`src/rtl/core/psig_pkg.sv`:
```
package psig_pkg;

    localparam int SAMPLE_BITS = 16;
    localparam int FRAC_BITS   = 12;
    localparam int OUT_BITS    = 48;

    // increment and level-1 width, 3*L1+d width, w = (3*L1+d)*d width
    localparam int D_W = SAMPLE_BITS + 1;
    localparam int U_W = SAMPLE_BITS + 4;
    localparam int W_W = 2 * SAMPLE_BITS + 5;

    // shared multiplier: one 24-bit chunk (plus sign) by a d or 6*d operand
    localparam int CH_W  = 24;
    localparam int MA_W  = CH_W + 1;
    localparam int MB_W  = SAMPLE_BITS + 4;
    localparam int P_W   = MA_W + MB_W;
    localparam int NCU   = (U_W + CH_W - 1) / CH_W;
    localparam int NCH2  = OUT_BITS / CH_W;
    localparam int NCW   = (W_W + CH_W - 1) / CH_W;
    localparam int NC3   = NCH2 + NCW;
    localparam int CNT_W = $clog2(NC3);
    localparam int EXT_W = ((NCW > NCH2) ? NCW : NCH2) * CH_W;

    localparam int ACC_A = OUT_BITS + MB_W;
    localparam int ACC_B = W_W + D_W;
    localparam int ACC_W = ((ACC_A > ACC_B) ? ACC_A : ACC_B) + 2;
    localparam int SUM_W = ACC_W + 1;

    // level-3 divide by 6*2^FRAC_BITS = shift by FRAC_BITS+1, then divide by 3
    localparam int DIV_SH = FRAC_BITS + 1;
    localparam int DIV_W  = ACC_W - DIV_SH;
    localparam int DIV_ST = (DIV_W + 7) / 8;
    localparam int DIV_PW = DIV_ST * 8;
    localparam int DSC_W  = $clog2(DIV_ST + 1);
    localparam int ROUND3 = 3 << FRAC_BITS;

    typedef struct packed {
        logic signed [SAMPLE_BITS-1:0] x1;
        logic signed [SAMPLE_BITS-1:0] x2;
        logic                          window_start;
        logic                          window_end;
    } point_t;

    typedef struct packed {
        logic signed [OUT_BITS-1:0] sig2_11;
        logic signed [OUT_BITS-1:0] sig2_12;
        logic signed [OUT_BITS-1:0] sig2_21;
        logic signed [OUT_BITS-1:0] sig2_22;
        logic signed [OUT_BITS-1:0] sig3_111;
        logic signed [OUT_BITS-1:0] sig3_112;
        logic signed [OUT_BITS-1:0] sig3_121;
        logic signed [OUT_BITS-1:0] sig3_122;
        logic signed [OUT_BITS-1:0] sig3_211;
        logic signed [OUT_BITS-1:0] sig3_212;
        logic signed [OUT_BITS-1:0] sig3_221;
        logic signed [OUT_BITS-1:0] sig3_222;
    } sig_t;

    typedef struct packed {
        logic                   go;
        logic signed [MA_W-1:0] a;
        logic signed [MB_W-1:0] b;
        logic [CNT_W-1:0]       sh;
    } mul_req_t;

    typedef struct packed {
        logic                  vld;
        logic signed [P_W-1:0] prod;
        logic [CNT_W-1:0]      sh;
    } mul_rsp_t;

    typedef struct packed {
        logic             go;
        logic [DIV_W-1:0] x;
    } div_req_t;

    typedef struct packed {
        logic             done;
        logic [DIV_W-1:0] q;
    } div_rsp_t;

    function automatic logic signed [OUT_BITS-1:0] sat_out(input logic signed [SUM_W-1:0] v);
        logic signed [SUM_W-1:0] vmax;
        logic signed [SUM_W-1:0] vmin;
        vmax = SUM_W'({(OUT_BITS-1){1'b1}});
        vmin = ~vmax;
        if (v > vmax)
        begin
            return vmax[OUT_BITS-1:0];
        end
        else if (v < vmin)
        begin
            return vmin[OUT_BITS-1:0];
        end
        return v[OUT_BITS-1:0];
    endfunction

endpackage

```
`src/rtl/core/psig_mul.sv`:
```
module psig_mul
    import psig_pkg::*;
(
    input  logic     clk,
    input  logic     rst_n,
    input  mul_req_t req,
    output mul_rsp_t rsp
);

    logic signed [MA_W-1:0] a_s;
    logic signed [MB_W-1:0] b_s;
    logic signed [P_W-1:0]  prod_next;
    mul_rsp_t               rsp_reg;

    assign a_s       = req.a;
    assign b_s       = req.b;
    assign prod_next = P_W'(a_s) * P_W'(b_s);
    assign rsp       = rsp_reg;

    // one registered product per cycle
    always_ff @(posedge clk or negedge rst_n)
    begin
        if (!rst_n)
        begin
            rsp_reg <= '0;
        end
        else
        begin
            rsp_reg.vld  <= req.go;
            rsp_reg.prod <= prod_next;
            rsp_reg.sh   <= req.sh;
        end
    end

endmodule

```
`config.mk`:
```
export PLATFORM = sky130hd
export DESIGN_NAME = psig_mul
export DESIGN_NICKNAME = d
export VERILOG_FILES = /design/src/rtl/core/psig_pkg.sv /design/src/rtl/core/psig_mul.sv
export SDC_FILE = /design/constraint.sdc
export NUM_CORES = 1
export LEC_CHECK = 0
export BUFFER_PORTS_ARGS = -buffer_cell sky130_fd_sc_hd__buf_2
export CORE_MARGIN = 1.5
export CORE_UTILIZATION = 26
export DETAILED_ROUTE_END_ITERATION = 8
export GPL_ROUTABILITY_DRIVEN = 0
export PLACE_DENSITY = 0.5
export SYNTH_ARGS = -nofsm -noshare
export SYNTH_HDL_FRONTEND = slang
export SYNTH_SLANG_ARGS = --single-unit
```
`constraint.sdc`:
```
create_clock -name clk -period 0.8 [get_ports clk]
set_input_delay 0.16 -clock clk [delete_from_list [all_inputs] [get_ports clk]]
set_output_delay 0.16 -clock clk [all_outputs]
set_load 0.05 [all_outputs]
```
==> impl_metrics.ini, run 1 <==
[route]
antenna_left = 0
drc = 0
vias = 14600
wl_per_cell_um = 15.8
drt-vias-per-instance = 4.30
dr.pass1.iters = 5
drtIter0Drc = 485
wl_um = 53700

[synth]
ys_seq_area_frac = 0.0609
synth_cell_types = 56
synthFlopType = dfrtp_1
synthCells = 2109
synth_top_area_cell = fa_1
syn_area_um2 = 19700
synth.area.top_cells = fa_1 52%, inv_1 11%, and2_1 8.0%, ha_1 7.4%, dfrtp_1 6.1%
yosysTopAreaCellShare = 0.517
syn_avg_cell_area_um2 = 9.36
async_reset_ff_frac = 1.00
ys_ff_latch = 48
yosys_warnings = 0
synthesis.nets = 2786
synth-edff-count = 0

[grt]
grt_max_degree = 49
grt_pass1_wl_um = 90600
grt_usage = 0.147
overflow = 0
antenna_found_initial = 1
grt_pass1_vias = 17600

[place]
numPortBuffers = 97
postPlaceCellArea_um2 = 23800
place_ws_ns = -5.93
dp.cells = 3355
hpwl_um = 47300

[layout]
postLayoutCellArea_um2 = 26300
nNetsFinal = 3110
regArea_um2 = 1200
area_delta_synth_final_pct = 33.0
drive_above_1_share = 0.274
nFillCells = 7698
multi_input_area_um2 = 17600
largest_reg_flops = 48
final_cells = 3404

[worst_setup_path]
crit_fanout = 8
worst_path_most_repeated_cell = fa_1
worst_setup_path_start_kind = input port
cp-end-kind = flip-flop
crit_path_top_delay_cell = fa_1
crit_type = input port to flip-flop
arrival_ns = 6.26
critical_path_required_ns = 0.99
cpPeakStageDelay_ns = 0.57

[cts]
cts_tree = built
clkSlewWorstSetupHoldPaths_ns = 0.08
cts_sinks = 48
h-tree-depth = 2
cts_root_buf = clkbuf_16
clk_path_buf_depth = 2
cts_made_buffers = 5

[timing]
finalCritPeriodShare = 7.58
hold_viol_final = 0
setup_ws_ns = -5.26
rsz0062_at_grt = yes
drv_slew = 0
tns_ns = -200.40
finalSetupViolCount = 92
max_clock_freq_ghz = 0.165
min_period_ns = 6.06
relSlewSlack = 0.724
tightest_slew_ns = 0.410

[outcome]
violations = negative setup slack
status = finished with violations

[worst_hold_path]
hold_class = input port to async pin

[floorplan]
die_height_um = 279
core.rowCount = 100
dieArea_um2 = 77600
fp.dieW_um = 279
core-area_um2 = 74800
start_util = 0.264
io_pins = 98

[flow_run]
drv_cap = 0
[logic make-up (layout without fill, tap and decap cells)]
group,after synthesis,count (layout),synth area share
and+or+nand+nor,576,576,0.147
DFF,48,48,0.0609
buffers and inverters,667,992,0.127
other,0,1,0
AOI/OAI and AO/OA,141,141,0.0516
adders and majority gates,627,627,0.591
xor gates and xnor gates,50,50,0.0222
[cells in the final DEF (no fill, tap or decap), types with 44 or more instances in the layout]
master and count:
and2_1 224, buf_4 262, buf_6 113, dfrtp_1 48
fa_1 484, ha_1 72, ha_4 44, inv_1 544
nand2_1 227
[Yosys cell counts, types with 11 or more instances]
master    count
nand2_1     240
xnor2_1      39
inv_1       569
nand3_1      11
xor2_1       11
fa_1        510
o21ai_0      13
clkbuf_1     92
o21bai_1     14
dfrtp_1      48
a21o_1       20
a21oi_1      43
nor3_1       11
and2_1      252
nor2_1       33
ha_1        117
nand2b_1     11
[worst max path at each step]
stage | from | endpoint | slack (ns) | depth (start not counted)
global route | req[21] | rsp[46] | -5.47 | 26
detailed placement | req[7] | rsp[40] | -5.93 | 23
finish | req[21] | rsp[46] | -5.26 | 26
floorplan | req[46] | rsp[46] | -5.39 | 25
global placement | req[7] | rsp[46] | -5.95 | 23
CTS | req[29] | rsp[46] | -5.30 | 23
[what timing repair did]
action / in CTS / in global routing
pin swaps: 75 / 102
setup endpoints to repair: 93 / 92
resized for setup: 286 / 167
hold buffers: 4 / 0
setup buffers: 21 / 19
gates cloned: 1 / 2
endpoints found under the hold margin: 51 / 0
[routing by layer]
layer,GRT usage,vias to the layer above,share of wire
met5,0,-,0
met1,0.172,7685,0.40
li1,-,6697,-
met4,0.0332,0,0.025
met3,0.0123,61,0.020
met2,0.288,197,0.55
[final cells by class]
type                    instances  area share
multi-input cells            1394       0.672
clock inverters                 3     0.00262
repair buffers                414       0.147
inverters                     570      0.0817
flip-flops and latches         48      0.0457
diodes                          1   0.0000953
clock buffers                   5     0.00476
well taps                     969      0.0462
[critical path: cells and delay by family]
| kind | cells | cell delay [ns] |
|---|---|---|
| adder cells (fa/ha/maj) | 8 | 3.89 |
| buffers and inverters | 9 | 0.98 |
| AO/OA/AOI/OAI | 4 | 0.69 |
| AND/OR/NAND/NOR | 4 | 0.38 |
| XOR/XNOR | 1 | 0.13 |
[metrics by stage]
step | util | hold WS, ns
2_1_floorplan | - | -0.136
3_3_place_gp | 0.318 | 0.169
3_5_place_dp | 0.318 | 0.173
4_1_cts | 0.340 | 0.370
5_1_grt | 0.351 | 0.383
6_report | 0.351 | 0.360
Power of run 1 is not shown: default switching activity piles up to over one toggle a cycle in this logic, so the estimate is an artifact.
==> run 2, diff against run 1 <==
- clock period: 0.8 -> 7.15 ns (I/O delays scaled with it)
==> impl_metrics.ini, run 2 (same netlist as run 1, synthesis figures left out) <==
[outcome]
status = finished with violations
violations = negative setup slack

[layout]
drive_above_1_share = 0.264
nFillCells = 7729
largest_reg_flops = 48
final_common_cell = inv_1
nNetsFinal = 3106
area_delta_synth_final_pct = 29.7
diodes = 0
layout_common_cells = 534 x inv_1, 482 x fa_1, 252 x buf_4, 228 x nand2_1, 219 x and2_1
postLayoutCellArea_um2 = 25600

[timing]
relSlewSlack = 0.541
hold_viol_final = 0
finalSetupViolCount = 9
drv_slew = 0
setup_ws_ns = -0.197
tightest_slew_ns = 0.689
min_period_ns = 7.35
rsz0062_at_grt = yes
max_clock_freq_ghz = 0.136
finalCritPeriodShare = 1.03

[route]
drc = 0
drt-vias-per-instance = 4.33
dr.pass1.iters = 4
antenna_left = 0
wl_per_cell_um = 16.0
drtIter0Drc = 526
wl_um = 54300
vias = 14700

[floorplan]
fp.dieW_um = 279
start_util = 0.264
io_pins = 98
die_height_um = 279
core-area_um2 = 74800
dieArea_um2 = 77600
core.rowCount = 100

[worst_setup_path]
arrival_ns = 7.58
cp-end-kind = flip-flop
crit_type = input port to flip-flop
crit_fanout = 8
worst_setup_path_start_kind = input port
critical_path_required_ns = 7.38

[grt]
grt_usage = 0.145
antenna_found_initial = 1
overflow = 0
grt_pass1_vias = 17100
grt_max_degree = 49
grt_pass1_wl_um = 88900

[flow_run]
drv_cap = 0

[cts]
cts_made_buffers = 5
cts_sinks = 48
cts_tree = built
h-tree-depth = 2
cts_root_buf = clkbuf_16
clk_path_buf_depth = 2
clkSlewWorstSetupHoldPaths_ns = 0.08

[worst_hold_path]
hold_class = input port to async pin

[place]
postPlaceCellArea_um2 = 23100
hpwl_um = 45900
numPortBuffers = 97
## run 2: layout make-up
type / instances / area (µm²) / share of cell area
Tap cell: 969 / 1210 / 0.0474
Inverter: 570 / 2140 / 0.0838
Clock buffer: 6 / 139 / 0.00543
Multi-Input combinational cell: 1394 / 17200 / 0.670
Timing Repair Buffer: 410 / 3720 / 0.146
Clock inverter: 2 / 13.8 / 0.000538
Sequential cell: 48 / 1200 / 0.0469
## run 2: timing repair
action / CTS / global route
cloned: 1 / 5
resized for setup: 233 / 184
setup buffers: 39 / 21
pin swaps: 112 / 146
hold buffers: 0 / 0
setup endpoints to repair: 26 / 24
## run 2: stage by stage
stage	util	instances	hold slack, ns	setup slack (ns)	TNS (ns)
final	0.342	3399	1.24	-0.197	-0.812
after global routing	0.342	3399	1.23	-0.353	-3.10
after CTS	0.328	3377	1.23	-0.185	-1.28
after detailed placement	0.309	3330	1.56	-0.940	-18.22
after global placement	0.309	3330	1.57	-0.904	-17.21
after floorplan	-	2109	1.13	-0.306	-1.01
## run 2: worst max-delay path by stage
stage / to / slack [ns] / cells past startpoint / start
floorplan: rsp[46] / -0.31 / 25 / req[46]
global placement: rsp[45] / -0.90 / 25 / req[31]
detailed placement: rsp[45] / -0.94 / 25 / req[31]
CTS: rsp[44] / -0.18 / 24 / req[6]
global route: rsp[44] / -0.35 / 26 / req[13]
finish: rsp[44] / -0.20 / 22 / req[44]
## run 2: worst max-delay path, cell delays in order
cell      delay, ns
buf_4          0.16
buf_4          0.15
and2_1         0.16
fa_1           0.48
fa_1           0.57
fa_1           0.45
fa_1           0.61
fa_1           0.44
fa_1           0.50
inv_1          0.06
fa_1           0.50
inv_1          0.07
ha_4           0.24
a21oi_1        0.20
o21ai_0        0.19
a211oi_4       0.28
o21ai_4        0.14
o31ai_4        0.39
buf_4          0.18
o21bai_1       0.07
a21oi_1        0.18
xnor2_1        0.14
## run 2: metal layers
layer / GRT usage / routed length, µm / vias to the layer above
met5: 0 / 0 / -
met4: 0.0208 / 784 / 0
li1: - / - / 6695
met2: 0.284 / 30000 / 207
met3: 0.0144 / 1500 / 44
met1: 0.173 / 22000 / 7767
Power of run 2 is left out for the same reason.
==> run 3, diff against run 2 <==
- RECOVER_POWER: not set -> 100
==> impl_metrics.ini, run 3 (same netlist as run 1, synthesis figures left out) <==
[place]
hpwl_um = 45900
numPortBuffers = 97
postPlaceCellArea_um2 = 23100

[floorplan]
core.rowCount = 100
start_util = 0.264
dieArea_um2 = 77600
die_height_um = 279
io_pins = 98
core-area_um2 = 74800
fp.dieW_um = 279

[cts]
clkSlewWorstSetupHoldPaths_ns = 0.08
ctsHoldBuffers = 0
cts_sinks = 48
cts_root_buf = clkbuf_16
cts_tree = built
h-tree-depth = 2
cts_made_buffers = 5
clk_path_buf_depth = 2

[layout]
largest_reg_flops = 48
nFillCells = 7751
postLayoutCellArea_um2 = 25500
nNetsFinal = 3106
layout_common_cells = 534 x inv_1, 482 x fa_1, 246 x buf_4, 228 x nand2_1, 215 x and2_1
final_common_cell = inv_1
area_delta_synth_final_pct = 29.2
diodes = 0
final_core_util = 0.341
drive_above_1_share = 0.240

[route]
dr.pass1.iters = 7
wl_per_cell_um = 16.0
drt-vias-per-instance = 4.33
vias = 14700
drtIter0Drc = 518
antenna_left = 0
drc = 0
wl_um = 54400

[grt]
overflow = 0
grt_pass1_wl_um = 88900
grt_max_degree = 49
grt_usage = 0.145
grt_pass1_vias = 17100
antenna_found_initial = 1

[timing]
tightest_slew_ns = 2.90
max_clock_freq_ghz = 0.136
relSlewSlack = -0.932
setup_ws_ns = -0.208
drv_slew = 49
hold_viol_final = 0
min_period_ns = 7.36
finalCritPeriodShare = 1.03
finalSetupViolCount = 10
fin_hold_ws_ns = 1.24
rsz0062_at_grt = yes

[worst_setup_path]
worst_setup_path_start_kind = input port
arrival_ns = 7.59
worst_path_most_repeated_cell = fa_1
crit_fanout = 8
cpPeakStageDelay_ns = 0.61
critical_path_required_ns = 7.38
crit_type = input port to flip-flop
crit_path_top_delay_cell = fa_1
worstPathCellList = buf_4 -> buf_4 -> and2_1 -> fa_1 -> fa_1 -> fa_1 -> fa_1 -> fa_1 -> fa_1 -> inv_1 -> fa_1 -> inv_1 -> ha_4 -> a21oi_1 -> o21ai_0 -> a211oi_4 -> o21ai_4 -> o31ai_4 -> buf_4 -> o21bai_1 -> a21oi_1 -> xnor2_1
cp-end-kind = flip-flop

[worst_hold_path]
hold_class = input port to flip-flop
min_path_cells = 1

[flow_run]
drv_cap = 1

[outcome]
violations = max-capacitance violations, max-slew violations, negative setup slack
status = finished with violations
-- run 3: cell types whose count changed in the layout (fill, tap and decap cells not counted) --
cell	before	now
o21bai_2	1	0
clkbuf_4	0	1
buf_4	252	246
a21oi_2	15	14
and2_1	219	215
clkbuf_1	0	55
nor3_2	1	0
nor3_1	8	9
and2_0	0	4
o21bai_1	12	13
a21oi_1	24	25
buf_2	58	8
-- run 3: path summary, 6_finish.rpt --
path / from / to / slack [ns]
setup / recovery: req[44] / rsp[44] / -0.21
hold / removal: req[0] / rsp[0] / 1.24
max in group asynchronous: rst_n / rsp[35] / 3.34
min in group asynchronous: rst_n / rsp[0] / 2.15
-- run 3: repair_timing --
action	in CTS	in global routing
endpoints found under the hold margin	0	0
cloned	1	5
pin swaps	112	146
setup buffers	39	21
resized for setup	233	184
endpoints found under the setup margin	26	24
-- run 3: final cells by class --
| cell class | count | area (µm²) | area share |
|---|---|---|---|
| flip-flops and latches | 48 | 1200 | 0.0471 |
| inverters | 570 | 2140 | 0.0841 |
| multi-input cells | 1394 | 17100 | 0.672 |
| clock inverters | 2 | 13.8 | 0.000540 |
| repair buffers | 410 | 3640 | 0.143 |
| well taps | 969 | 1210 | 0.0475 |
| clock buffers | 6 | 139 | 0.00545 |
-- run 3: metal layers --
metal	up-vias	GRT usage	share of wire
li1	6692	-	-
met4	0	0.0208	0.015
met2	234	0.284	0.55
met1	7749	0.173	0.40
met5	-	0	0
met3	48	0.0144	0.030
-- run 3: worst max-delay path: cells and delay by family --
| family | cells | cell delay [ns] |
|---|---|---|
| fa+ha+maj | 8 | 3.79 |
| compound gates | 7 | 1.45 |
| xor+xnor | 1 | 0.14 |
| simple gates | 1 | 0.16 |
| buf+inv | 5 | 0.62 |
-- run 3: metrics by stage --
| step | TNS [ns] | instances | setup slack, ns |
|---|---|---|---|
| finish | -0.821 | 3399 | -0.208 |
| global route | -5.12 | 3399 | -0.353 |
| CTS | -1.28 | 3377 | -0.185 |
| detailed placement | -18.22 | 3330 | -0.940 |
| global placement | -17.21 | 3330 | -0.904 |
| floorplan | -1.01 | 2109 | -0.306 |
Power of run 3 is left out for the same reason.
