`config.mk`:
```
export PLATFORM = sky130hd
export DESIGN_NAME = psig_div3
export DESIGN_NICKNAME = d
export VERILOG_FILES = /design/src/rtl/core/psig_pkg.sv /design/src/rtl/core/psig_div3.sv
export SDC_FILE = /design/constraint.sdc
export NUM_CORES = 1
export LEC_CHECK = 0
export ABC_AREA = 1
export BUFFER_PORTS_ARGS = -buffer_cell sky130_fd_sc_hd__buf_2
export CORE_AREA = 2 2 112 114
export DETAILED_ROUTE_END_ITERATION = 10
export DIE_AREA = 0 0 114 116
export GPL_ROUTABILITY_DRIVEN = 0
export PLACE_DENSITY = 0.74
export SLEW_MARGIN = 10
export SYNTH_ARGS = -nofsm -noshare
export SYNTH_HDL_FRONTEND = slang
export SYNTH_SLANG_ARGS = --single-unit
export TNS_END_PERCENT = 30
```
`constraint.sdc`:
```
create_clock -name clk -period 10.05 [get_ports clk]
set_clock_uncertainty 0.1 [all_clocks]
set_input_delay 2.01 -clock clk [delete_from_list [all_inputs] [get_ports clk]]
set_output_delay 2.01 -clock clk [all_outputs]
set_load 0.005 [all_outputs]
```
`src/rtl/core/psig_pkg.sv`:
```
package psig_pkg;

    localparam int SAMPLE_BITS = 16;
    localparam int FRAC_BITS   = 12;
    localparam int OUT_BITS    = 48;

    // increment and level-1 width, 3*L1+d width, w = (3*L1+d)*d width
    localparam int D_W = SAMPLE_BITS + 1;
    localparam int U_W = SAMPLE_BITS + 4;
    localparam int W_W = 2 * SAMPLE_BITS + 5;

    // shared multiplier: one 24-bit chunk (plus sign) by a d or 6*d operand
    localparam int CH_W  = 24;
    localparam int MA_W  = CH_W + 1;
    localparam int MB_W  = SAMPLE_BITS + 4;
    localparam int P_W   = MA_W + MB_W;
    localparam int NCU   = (U_W + CH_W - 1) / CH_W;
    localparam int NCH2  = OUT_BITS / CH_W;
    localparam int NCW   = (W_W + CH_W - 1) / CH_W;
    localparam int NC3   = NCH2 + NCW;
    localparam int CNT_W = $clog2(NC3);
    localparam int EXT_W = ((NCW > NCH2) ? NCW : NCH2) * CH_W;

    localparam int ACC_A = OUT_BITS + MB_W;
    localparam int ACC_B = W_W + D_W;
    localparam int ACC_W = ((ACC_A > ACC_B) ? ACC_A : ACC_B) + 2;
    localparam int SUM_W = ACC_W + 1;

    // level-3 divide by 6*2^FRAC_BITS = shift by FRAC_BITS+1, then divide by 3
    localparam int DIV_SH = FRAC_BITS + 1;
    localparam int DIV_W  = ACC_W - DIV_SH;
    localparam int DIV_ST = (DIV_W + 7) / 8;
    localparam int DIV_PW = DIV_ST * 8;
    localparam int DSC_W  = $clog2(DIV_ST + 1);
    localparam int ROUND3 = 3 << FRAC_BITS;

    typedef struct packed {
        logic signed [SAMPLE_BITS-1:0] x1;
        logic signed [SAMPLE_BITS-1:0] x2;
        logic                          window_start;
        logic                          window_end;
    } point_t;

    typedef struct packed {
        logic signed [OUT_BITS-1:0] sig2_11;
        logic signed [OUT_BITS-1:0] sig2_12;
        logic signed [OUT_BITS-1:0] sig2_21;
        logic signed [OUT_BITS-1:0] sig2_22;
        logic signed [OUT_BITS-1:0] sig3_111;
        logic signed [OUT_BITS-1:0] sig3_112;
        logic signed [OUT_BITS-1:0] sig3_121;
        logic signed [OUT_BITS-1:0] sig3_122;
        logic signed [OUT_BITS-1:0] sig3_211;
        logic signed [OUT_BITS-1:0] sig3_212;
        logic signed [OUT_BITS-1:0] sig3_221;
        logic signed [OUT_BITS-1:0] sig3_222;
    } sig_t;

    typedef struct packed {
        logic                   go;
        logic signed [MA_W-1:0] a;
        logic signed [MB_W-1:0] b;
        logic [CNT_W-1:0]       sh;
    } mul_req_t;

    typedef struct packed {
        logic                  vld;
        logic signed [P_W-1:0] prod;
        logic [CNT_W-1:0]      sh;
    } mul_rsp_t;

    typedef struct packed {
        logic             go;
        logic [DIV_W-1:0] x;
    } div_req_t;

    typedef struct packed {
        logic             done;
        logic [DIV_W-1:0] q;
    } div_rsp_t;

    function automatic logic signed [OUT_BITS-1:0] sat_out(input logic signed [SUM_W-1:0] v);
        logic signed [SUM_W-1:0] vmax;
        logic signed [SUM_W-1:0] vmin;
        vmax = SUM_W'({(OUT_BITS-1){1'b1}});
        vmin = ~vmax;
        if (v > vmax)
        begin
            return vmax[OUT_BITS-1:0];
        end
        else if (v < vmin)
        begin
            return vmin[OUT_BITS-1:0];
        end
        return v[OUT_BITS-1:0];
    endfunction

endpackage

```
`src/rtl/core/psig_div3.sv`:
```
module psig_div3
    import psig_pkg::*;
(
    input  logic     clk,
    input  logic     rst_n,
    input  div_req_t req,
    output div_rsp_t rsp
);

    logic [DIV_PW-1:0] xs_reg;
    logic [DIV_PW-1:0] q_reg;
    logic [1:0]        rem_reg;
    logic [1:0]        rem_next;
    logic [DSC_W-1:0]  cnt_reg;
    logic              done_reg;
    logic [7:0]        qb_next;

    // restoring divide by three, eight quotient bits per cycle
    always_comb
    begin
        logic [2:0] r;
        logic [1:0] rm;
        logic [7:0] top;
        top = xs_reg[DIV_PW-1 -: 8];
        rm  = rem_reg;
        qb_next = '0;
        for (int i = 7; i >= 0; i--)
        begin
            r = {rm, top[i]};
            if (r >= 3'd3)
            begin
                qb_next[i] = 1'b1;
                rm = 2'(r - 3'd3);
            end
            else
            begin
                rm = r[1:0];
            end
        end
        rem_next = rm;
    end

    assign rsp.done = done_reg;
    assign rsp.q    = q_reg[DIV_W-1:0];

    always_ff @(posedge clk or negedge rst_n)
    begin
        if (!rst_n)
        begin
            xs_reg   <= '0;
            q_reg    <= '0;
            rem_reg  <= '0;
            cnt_reg  <= '0;
            done_reg <= 1'b0;
        end
        else
        begin
            done_reg <= 1'b0;
            if (req.go)
            begin
                xs_reg  <= DIV_PW'(req.x);
                q_reg   <= '0;
                rem_reg <= '0;
                cnt_reg <= DSC_W'(DIV_ST);
            end
            else if (cnt_reg != '0)
            begin
                xs_reg   <= xs_reg << 8;
                q_reg    <= {q_reg[DIV_PW-9:0], qb_next};
                rem_reg  <= rem_next;
                cnt_reg  <= cnt_reg - 1'b1;
                done_reg <= (cnt_reg == DSC_W'(1));
            end
        end
    end

endmodule

```
==> summary.md, run 1 <==
| Metric | Value |
|---|---|
| Via count | `roughly 4,700` |
| Net Sw Frac | `39.4%` |
| CTS root buf | `clkbuf_16` |
| Worst hold-check path type | `reg2reg` |
| H-Tree Depth | `4` |
| Dpl ws | `4.65 ns` |
| Fmax | `0.181 GHz` |
| Share of flip-flops with an asynchronous set or reset | `100%` |
| Startpoint types | `register` |
| Remaining Overflow, GRT | `0` |
| Starting Density | `48.2%` |
| Worst hold slack | `0.381 ns` |
| Routed Antenna Nets | `0` |
| Drt first pass iters | `4` |
| Final WL | `12,900 um` |
| Die area | `13,200 sq um` |
| R2R setup slack | `4.53 ns` |
| Primary FF master, synth | `dfrtp_1` |
| Resize count post-CTS | `0` |
| DRT iter0 DRCs | `346` |
| Drt wl/cell | `14.2 um` |
| Net Count, Synth | `711` |
| Final Power | `2.16 mW` |
| Setup TNS | `0 ns` |
| Cell variety after synth | `29` |
| Vias in the first global route | `4,708` |
| RSZ-0062 raised after global routing | `false` |
| Post-synth EDFFs | `0` |
| NetSw | `851 uW` |
| Area Overhead vs Synth | `22.3%` |
| Largest net degree at the start of global routing | `between 80 and 90` |
| Clk network pwr share | `28.3%` |
| Mapped Area | `5740 sq um` |
| Max clock buf depth | `2` |
| XOR/XNOR Fraction of Synth Area | `0.153%` |
| CTS Sinks | `128` |
| Hpwl dp | `8610 um` |
| Hold buffer count at cts | `0` |
| DP Cell Count | `876` |
| Simple-Gate Fraction of Synth Area | `16.8%` |
| Synth warn | `0` |
| Mean Syn Cell Area | `8.97 sq um` |
| Slew @ Worst Pin | `between 1 and 1.5 ns` |
| Die H | `between 100 and 150 um` |
| Via density | `5.19` |
| Num CTS Buffers | `17` |
| Register area share after synthesis | `roughly 56%` |
| CP Data Arrival Time | `between 5 and 6 ns` |
| Pint | `1.31 mW` |
| Antenna violations before repair | `0` |
| CTS tree | `done` |
| CP required | `between 10 and 15 ns` |
| Adder-cell area share of the yosys netlist | `2.40%` |
| Post-CTS setup repair buffer count | `0` |
| DR DRC count | `0` |
| Final Net Count | `819` |
| Max_cap viols | `0` |
| Status | `finished, final reports clean` |
| First-pass GRT wire length | `between 20,000 and 25,000 um` |
| Number of synthesized register bits | `128` |
| Die X | `114 um` |
| Worst setup EP type | `register` |
| # IOs | `118` |
| IO buf count | `117` |
| Logic gate share of total power | `40.8%` |
| Cell Count, Final, Fillers Out | `908` |
| Layout cells sized above 1 | `around 24%` |
| Sequential power share | `approximately 31%` |
| Leak | `3.59 nW` |
| Worst stage delay on the critical path | `0.42 ns` |
| Slew Viols, Final | `0` |
| # rows | `40` |
| Main combinational cell family by area after synthesis | `simple AND/OR/NAND/NOR gates` |
| Slew HR | `29.3%` |
| Final worst slack | `roughly 4.5 ns` |
| Later-pin clock latency in the skew report | `0.42 ns` |
| Synth Instances | `640` |
| Clk pin slew, worst setup/hold paths | `around 0.06 ns` |
| Worst-path fanout max | `5` |
| Power per cell area | `308 nW/um^2` |
| Max VDD drop | `0.000162 V` |
| Multiplexer share of the synthesized area | `0%` |
| Final hold vios | `0` |
| Critical-path top delay cell | `dfrtp_1` |
| Ratio of final minimum period to clock period | `between 50% and 60%` |
| Synth Area in Compound Gates | `approximately 15%` |
| CORE AREA | `11,900 sq um` |
| Critical path class | `reg2reg` |
| Setup violators final | `0` |
| Ant. Diodes | `0` |
| Max reg flops | `64` |
| Global Route Usage Sum | `21.4%` |
| Min cycle time layout | `5.52 ns` |
## worst max-delay path, delay by kind of cell (launching register included)
kind	cells	cell delay [ns]
adders and majority gates	8	1.61
buffers and inverters	7	0.57
and+or+nand+nor	20	1.77
AOI/OAI and AO/OA	5	0.91
DFF	1	0.42
## per-stage QoR
step                utilization (%)  cell area, sq um
finish                         58.9              7020
global placement               53.9              6420
global route                   58.9              7020
floorplan                         -              5740
detailed placement             53.9              6420
CTS                            58.9              7020
## cells in the mapped netlist (all sizes together), types with 6 or more instances
library cell	instances	share of area (%)
nor2	11	1.0
inv	115	7.5
ha	11	2.4
a21oi	6	0.85
clkbuf	32	2.1
nand2	175	12
o221ai	15	2.3
dfrtp	128	56
o22ai	45	4.9
nand3	23	2.5
o211ai	18	2.4
nand4	7	0.87
o21ai	48	4.2
## layer usage
metal  global-route usage, %  part of all wire [%]  vias to the layer above
li1                        -                     -                     2302
met1                    26.6                    45                     2252
met2                    35.6                    48                      140
met3                    5.91                   6.2                       14
met4                    8.70                   1.1                        0
met5                       0                     0                        -
## logic make-up after synthesis
family	Yosys count
flops	128
xor+xnor	1
simple gates	216
fa+ha+maj	11
compound gates	135
buf+inv	149
## worst paths after layout
path | cells past startpoint | startpoint | end
worst max register to register | 40 | xs_reg[63]$_DFFE_PN0P_ | rem_reg[1]$_DFFE_PN0P_
min in group asynchronous | 1 | rst_n | q_reg[32]$_DFFE_PN0P_
worst min register to register | 2 | xs_reg[42]$_DFFE_PN0P_ | xs_reg[50]$_DFFE_PN0P_
worst max-delay path | 40 | xs_reg[63]$_DFFE_PN0P_ | rem_reg[1]$_DFFE_PN0P_
max in group asynchronous | 2 | rst_n | xs_reg[60]$_DFFE_PN0P_
worst min-delay path | 2 | xs_reg[42]$_DFFE_PN0P_ | xs_reg[50]$_DFFE_PN0P_
## final cells by class
cell class	count	area [sq um]
Timing Repair Buffer	122	626
Clock inverter	9	106
Sequential cell	128	3200
Fill cell	1023	4890
Multi-Input combinational cell	363	1980
Tap cell	147	184
Clock buffer	23	488
Inverter	116	435
## cells in the final DEF (no fill, tap or decap), types with 4 or more instances in the layout
cell type / instances
buf_2: 116
buf_4: 6
clkbuf_16: 17
clkbuf_8: 4
dfrtp_1: 128
ha_1: 11
inv_1: 113
nand2_1: 160
nand2_2: 12
nand3_1: 17
nand3_2: 6
nand4_1: 6
nor2_1: 6
o211ai_1: 18
o21ai_0: 44
o21ai_1: 4
o221ai_1: 15
o22ai_1: 45
## power by group through the flow
stage,clock [mW],combinational (mW),sequential (mW)
2_1_floorplan,0,0.665,0.665
3_3_place_gp,0,0.816,0.669
3_5_place_dp,0,0.864,0.674
4_1_cts,0.621,0.875,0.666
5_1_grt,0.648,0.996,0.676
6_report,0.612,0.881,0.666
Note: power is estimated with default switching activity, not from simulation.
==> run 2: changes to the inputs <==
--- a/config.mk
+++ b/config.mk
@@ -11,7 +11,7 @@
 export DETAILED_ROUTE_END_ITERATION = 10
 export DIE_AREA = 0 0 114 116
 export GPL_ROUTABILITY_DRIVEN = 0
-export PLACE_DENSITY = 0.74
+export PLACE_DENSITY = 0.77
 export SLEW_MARGIN = 10
 export SYNTH_ARGS = -nofsm -noshare
 export SYNTH_HDL_FRONTEND = slang
==> constraint.sdc (replaced) <==
create_clock -name clk -period 4.8 [get_ports clk]
set_clock_uncertainty 0.1 [all_clocks]
set_input_delay 0.96 -clock clk [delete_from_list [all_inputs] [get_ports clk]]
set_output_delay 0.96 -clock clk [all_outputs]
set_load 0.005 [all_outputs]
==> summary.md, run 2 (same netlist as run 1, synthesis figures left out) <==
| Metric | Value |
|---|---|
| Area Overhead vs Synth | `28.9% (was 22.3%)` |
| Ant. Diodes | `0 (unchanged)` |
| Largest net degree at the start of global routing | `71 (was 83)` |
| Via density | `5.26 (was 5.19)` |
| Logic gate share of total power | `47.4% (was 40.8%)` |
| Net Sw Frac | `39.9% (was 39.4%)` |
| Final WL | `13,800 um (was 12,900 um)` |
| Startpoint types | `register (unchanged)` |
| Fmax | `0.211 GHz (was 0.181 GHz)` |
| Slew HR | `42.9% (was 29.3%)` |
| Hold Path Stages | `2 (unchanged)` |
| IO buf count | `117 (unchanged)` |
| Commonest non-fill, non-tap cells in the layout | `nand2_1 (153), dfrtp_1 (128), buf_2 (116) (was nand2_1 (160), dfrtp_1 (128), buf_2 (116))` |
| Status | `finished, final reports clean (unchanged)` |
| Die area | `13,200 sq um (unchanged)` |
| CTS root buf | `clkbuf_16 (unchanged)` |
| Die X | `114 um (unchanged)` |
| Commonest non-fill, non-tap cell in the layout | `nand2_1 (unchanged)` |
| Filler cell count | `1,006 (was 1,023)` |
| CP required | `5.00 ns (was 10.26 ns)` |
| H-Tree Depth | `4 (unchanged)` |
| Clk network pwr share | `25.4% (was 28.3%)` |
| Min cycle time layout | `4.75 ns (was 5.52 ns)` |
| Via count | `4,877 (was 4,708)` |
| Power per cell area | `698 nW/um^2 (was 308 nW/um^2)` |
| Max reg flops | `64 (unchanged)` |
| Setup violators final | `0 (unchanged)` |
| Layout cells sized above 1 | `30.3% (was 24.3%)` |
| Max_cap viols | `0 (unchanged)` |
| Worst-path fanout max | `4 (was 5)` |
| DRT iter0 DRCs | `351 (was 346)` |
| Worst setup EP type | `register (unchanged)` |
| Antenna violations before repair | `0 (unchanged)` |
| Die H | `116 um (unchanged)` |
| Critical-path top delay cell | `dfrtp_1 (unchanged)` |
| CTS tree | `done (unchanged)` |
| Sequential power share | `27.2% (was 30.8%)` |
| R2r worst-path depth | `42 (was 40)` |
| Final Net Count | `839 (was 819)` |
| Leak | `3.72 nW (was 3.59 nW)` |
| CORE AREA | `11,900 sq um (unchanged)` |
| Hold buffer count at cts | `0 (unchanged)` |
| Starting Density | `48.2% (unchanged)` |
| Routed Antenna Nets | `0 (unchanged)` |
| Worst hold-check path type | `reg2reg (unchanged)` |
| Slew Viols, Final | `0 (unchanged)` |
| # IOs | `118 (unchanged)` |
| Drt first pass iters | `5 (was 4)` |
| Remaining Overflow, GRT | `0 (unchanged)` |
| Vias in the first global route | `4,787 (was 4,708)` |
| CTS Sinks | `128 (unchanged)` |
| Num CTS Buffers | `17 (unchanged)` |
| Ratio of final minimum period to clock period | `98.9% (was 54.9%)` |
| Setup TNS | `0 ns (unchanged)` |
| Slew @ Worst Pin | `0.856 ns (was 1.06 ns)` |
| DR DRC count | `0 (unchanged)` |
| Global Route Usage Sum | `22.1% (was 21.4%)` |
| # rows | `40 (unchanged)` |
| NetSw | `2.06 mW (was 851 uW)` |
| CP Data Arrival Time | `4.94 ns (was 5.72 ns)` |
| Final Power | `5.16 mW (was 2.16 mW)` |
| Pint | `3.11 mW (was 1.31 mW)` |
| Drt wl/cell | `14.9 um (was 14.2 um)` |
| Later-pin clock latency in the skew report | `0.41 ns (was 0.42 ns)` |
| First-pass GRT wire length | `22,900 um (was 22,000 um)` |
| Max VDD drop | `0.000426 V (was 0.000162 V)` |
| Final hold vios | `0 (unchanged)` |
| Worst stage delay on the critical path | `0.42 ns (about the same)` |
| RSZ-0062 raised after global routing | `true (was false)` |
| Hpwl dp | `8790 um (was 8610 um)` |
| Critical path class | `reg2reg (unchanged)` |
| Clk pin slew, worst setup/hold paths | `0.06 ns (about the same)` |
| Max clock buf depth | `2 (unchanged)` |
[run 2: changes by cell type in the layout (fill, tap and decap cells not counted), sizes merged]
cell | before | now
inv | 115 | 117
clkbuf | 23 | 19
buf | 122 | 142
clkinv | 5 | 6
bufinv | 2 | 3
[run 2: timing repair]
action / 4_1_cts / 5_1_grt
gates cloned: 0 / 0
buffers inserted: 1 / 9
setup endpoints to repair: 3 / 3
resized for setup: 12 / 38
pin swaps: 4 / 24
endpoints found under the hold margin: 0 / 0
[run 2: worst paths after layout]
kind	from	end	slack, ns
max in group asynchronous	rst_n	xs_reg[48]$_DFFE_PN0P_	3.06
min in group asynchronous	rst_n	q_reg[51]$_DFFE_PN0P_	0.57
worst max-delay path	xs_reg[63]$_DFFE_PN0P_	rem_reg[1]$_DFFE_PN0P_	0.05
worst min-delay path	q_reg[55]$_DFFE_PN0P_	q_reg[55]$_DFFE_PN0P_	0.38
worst min register to register	q_reg[55]$_DFFE_PN0P_	q_reg[55]$_DFFE_PN0P_	0.38
worst max register to register	xs_reg[63]$_DFFE_PN0P_	rem_reg[1]$_DFFE_PN0P_	0.05
[run 2: stage by stage]
| step | std cells | instance area [sq um] | hold WS [ns] | utilization, % | setup WS [ns] |
|---|---|---|---|---|---|
| after global placement | 886 | 6520 | 0.360 | 54.7 | 0.0313 |
| after floorplan | 640 | 5740 | 0.352 | - | 0.0292 |
| after global routing | 928 | 7400 | 0.420 | 62.1 | -0.226 |
| final | 928 | 7400 | 0.383 | 62.1 | 0.0533 |
| after detailed placement | 886 | 6520 | 0.368 | 54.7 | -0.276 |
| after CTS | 919 | 7170 | 0.382 | 60.2 | 0.0105 |
[run 2: metal layers]
metal | GRT usage [%] | routed length [um] | vias up
li1 | - | - | 2351
met2 | 36.2 | 6760 | 176
met3 | 5.75 | 773 | 14
met5 | 0 | 0 | -
met1 | 28.4 | 6050 | 2336
met4 | 8.29 | 209 | 0
[run 2: power by group through the flow]
stage / clock network, mW / logic [mW] / registers [mW]
2_1_floorplan: 0 / 1.40 / 1.39
3_3_place_gp: 0 / 1.79 / 1.40
3_5_place_dp: 0 / 1.92 / 1.41
4_1_cts: 1.33 / 2.02 / 1.39
5_1_grt: 1.39 / 2.71 / 1.43
6_report: 1.31 / 2.45 / 1.40
[run 2: worst max-delay path, delay by kind of cell, from the launching register on]
kind	cells	cell delay, ns
flops	1	0.42
buf+inv	7	0.43
simple gates	25	2.09
fa+ha+maj	7	1.16
compound gates	3	0.41
[run 2: area by class of cell]
cell class | instances | area (sq um) | area share, %
multi-input cells | 363 | 2170 | 29.3
flip-flops and latches | 128 | 3200 | 43.3
repair buffers | 142 | 792 | 10.7
clock inverters | 13 | 163 | 2.20
well taps | 147 | 184 | 2.49
clock buffers | 19 | 443 | 5.99
inverters | 116 | 443 | 5.99
==> run 3: changes to the inputs <==
--- a/config.mk
+++ b/config.mk
@@ -12,6 +12,7 @@
 export DIE_AREA = 0 0 114 116
 export GPL_ROUTABILITY_DRIVEN = 0
 export PLACE_DENSITY = 0.77
+export REMOVE_ABC_BUFFERS = 1
 export SLEW_MARGIN = 10
 export SYNTH_ARGS = -nofsm -noshare
 export SYNTH_HDL_FRONTEND = slang
==> summary.md, run 3 (same netlist as run 1, synthesis figures left out) <==
| Metric | Value |
|---|---|
| Remaining Overflow, GRT | `0 (unchanged)` |
| Final Net Count | `841 (was 839)` |
| Via density | `5.20 (was 5.26)` |
| Final hold vios | `0 (unchanged)` |
| # IOs | `118 (unchanged)` |
| Status | `finished, final reports clean (unchanged)` |
| Power per cell area | `706 nW/um^2 (was 698 nW/um^2)` |
| CTS tree | `done (unchanged)` |
| CP required | `5.00 ns (about the same)` |
| Slew @ Worst Pin | `0.858 ns (was 0.856 ns)` |
| Cell Count, Final, Fillers Out | `929 (was 928)` |
| Starting Density | `48.2% (unchanged)` |
| CP Data Arrival Time | `4.82 ns (was 4.94 ns)` |
| Slew Viols, Final | `0 (unchanged)` |
| Final Power | `5.21 mW (was 5.16 mW)` |
| CORE AREA | `11,900 sq um (unchanged)` |
| Num CTS Buffers | `17 (unchanged)` |
| Fmax | `0.217 GHz (was 0.211 GHz)` |
| Layout cells sized above 1 | `29.9% (was 30.3%)` |
| Hold buffer count at cts | `0 (unchanged)` |
| Worst setup path startpoint | `xs_reg[63]$_DFFE_PN0P_ (unchanged)` |
| Worst stage delay on the critical path | `0.42 ns (about the same)` |
| Die area | `13,200 sq um (unchanged)` |
| R2R setup slack | `0.18 ns (was 0.05 ns)` |
| First-pass GRT wire length | `21,000 um (was 22,900 um)` |
| Later-pin clock latency in the skew report | `0.41 ns (about the same)` |
| Dpl ws | `-0.350 ns (was -0.276 ns)` |
| Leak | `3.72 nW (about the same)` |
| Critical path class | `reg2reg (unchanged)` |
| Ratio of final minimum period to clock period | `96.2% (was 98.9%)` |
| RSZ-0062 raised after global routing | `true (unchanged)` |
| Vias in the first global route | `4,776 (was 4,787)` |
| Commonest non-fill, non-tap cells in the layout | `nand2_1 (153), dfrtp_1 (128), buf_2 (116) (unchanged)` |
| Via count | `4,831 (was 4,877)` |
| Die H | `116 um (unchanged)` |
| Final worst slack | `0.184 ns (was 0.0533 ns)` |
| Global Route Usage Sum | `20.1% (was 22.1%)` |
| R2r worst-path depth | `40 (was 42)` |
| H-Tree Depth | `4 (unchanged)` |
| DR DRC count | `0 (unchanged)` |
| Worst setup EP type | `register (unchanged)` |
| Fin area | `7380 sq um (was 7400 sq um)` |
| Final WL | `12,900 um (was 13,800 um)` |
| Commonest non-fill, non-tap cell in the layout | `nand2_1 (unchanged)` |
| Min cycle time layout | `4.62 ns (was 4.75 ns)` |
| Reg-to-Reg Start | `xs_reg[63]$_DFFE_PN0P_ (unchanged)` |
| Critical-path top delay cell | `dfrtp_1 (unchanged)` |
| CTS Sinks | `128 (unchanged)` |
| Setup violators final | `0 (unchanged)` |
| Worst hold-check path type | `reg2reg (unchanged)` |
| Max VDD drop | `0.000300 V (was 0.000426 V)` |
| Top cell by count, worst path | `ha_4` |
| Startpoint types | `register (unchanged)` |
| Post-DP Area | `6530 sq um (was 6520 sq um)` |
| # rows | `40 (unchanged)` |
| Largest net degree at the start of global routing | `93 (was 71)` |
| Antenna violations before repair | `0 (unchanged)` |
| Area Overhead vs Synth | `28.6% (was 28.9%)` |
| Max_cap viols | `0 (unchanged)` |
| Drt first pass iters | `4 (was 5)` |
| IO buf count | `117 (unchanged)` |
| Worst-path fanout max | `4 (unchanged)` |
| Drt wl/cell | `13.9 um (was 14.9 um)` |
| DRT iter0 DRCs | `310 (was 351)` |
| Clk pin slew, worst setup/hold paths | `0.05 ns (was 0.06 ns)` |
| Reg2reg end | `rem_reg[1]$_DFFE_PN0P_ (unchanged)` |
| Max reg flops | `64 (unchanged)` |
| Hpwl dp | `8170 um (was 8790 um)` |
| Setup crit end | `rem_reg[1]$_DFFE_PN0P_ (unchanged)` |
| Max clock buf depth | `2 (unchanged)` |
| Worst hold slack | `0.379 ns (was 0.383 ns)` |
| Die X | `114 um (unchanged)` |
| Slew HR | `42.6% (was 42.9%)` |
| Final core utilization | `61.9% (was 62.1%)` |
| Ant. Diodes | `0 (unchanged)` |
| CTS root buf | `clkbuf_16 (unchanged)` |
| DP Cell Count | `888 (was 886)` |
| Setup TNS | `0 ns (unchanged)` |
| Routed Antenna Nets | `0 (unchanged)` |
-- run 3: what timing repair did --
item | in CTS | in global routing
resized for setup | 14 | 35
pin swaps | 5 | 20
setup endpoints to repair | 3 | 4
buffers inserted | 1 | 9
hold endpoints to repair | 0 | 0
-- run 3: area by class of cell --
type | count | area [sq um]
flip-flops and latches | 128 | 3200
clock buffers | 25 | 485
well taps | 147 | 184
fillers | 995 | 4530
multi-input cells | 363 | 2160
repair buffers | 144 | 798
inverters | 116 | 442
clock inverters | 6 | 105
-- run 3: power breakdown --
part | total [mW] | internal [mW] | switching, mW
clock | 1.28 | 0.852 | 0.429
sequential | 1.40 | 1.28 | 0.118
combinational | 2.53 | 1.08 | 1.45
total | 5.21 | 3.21 | 1.99
-- run 3: layer usage --
layer	global-route usage (%)	part of all wire, %
met1	23.7	44
met2	34.2	49
met3	6.17	5.5
met4	8.46	2.0
met5	0	0
-- run 3: how the worst min path moves through the flow --
stage                                 from                endpoint  slack (ns)  depth (start not counted)
global placement    xs_reg[14]$_DFFE_PN0P_  xs_reg[22]$_DFFE_PN0P_        0.36                          2
floorplan           xs_reg[14]$_DFFE_PN0P_  xs_reg[22]$_DFFE_PN0P_        0.35                          2
CTS                 xs_reg[29]$_DFFE_PN0P_  xs_reg[37]$_DFFE_PN0P_        0.38                          2
global route        xs_reg[20]$_DFFE_PN0P_  xs_reg[28]$_DFFE_PN0P_        0.41                          2
detailed placement  xs_reg[27]$_DFFE_PN0P_  xs_reg[35]$_DFFE_PN0P_        0.37                          2
finish              xs_reg[29]$_DFFE_PN0P_  xs_reg[37]$_DFFE_PN0P_        0.38                          2
-- run 3: critical path, delay by kind of cell, from the launching register on --
kind                       cells  cell delay, ns
AOI/OAI and AO/OA              5            0.67
adders and majority gates      8            1.33
buffers and inverters          7            0.40
DFF                            1            0.42
and+or+nand+nor               20            1.57
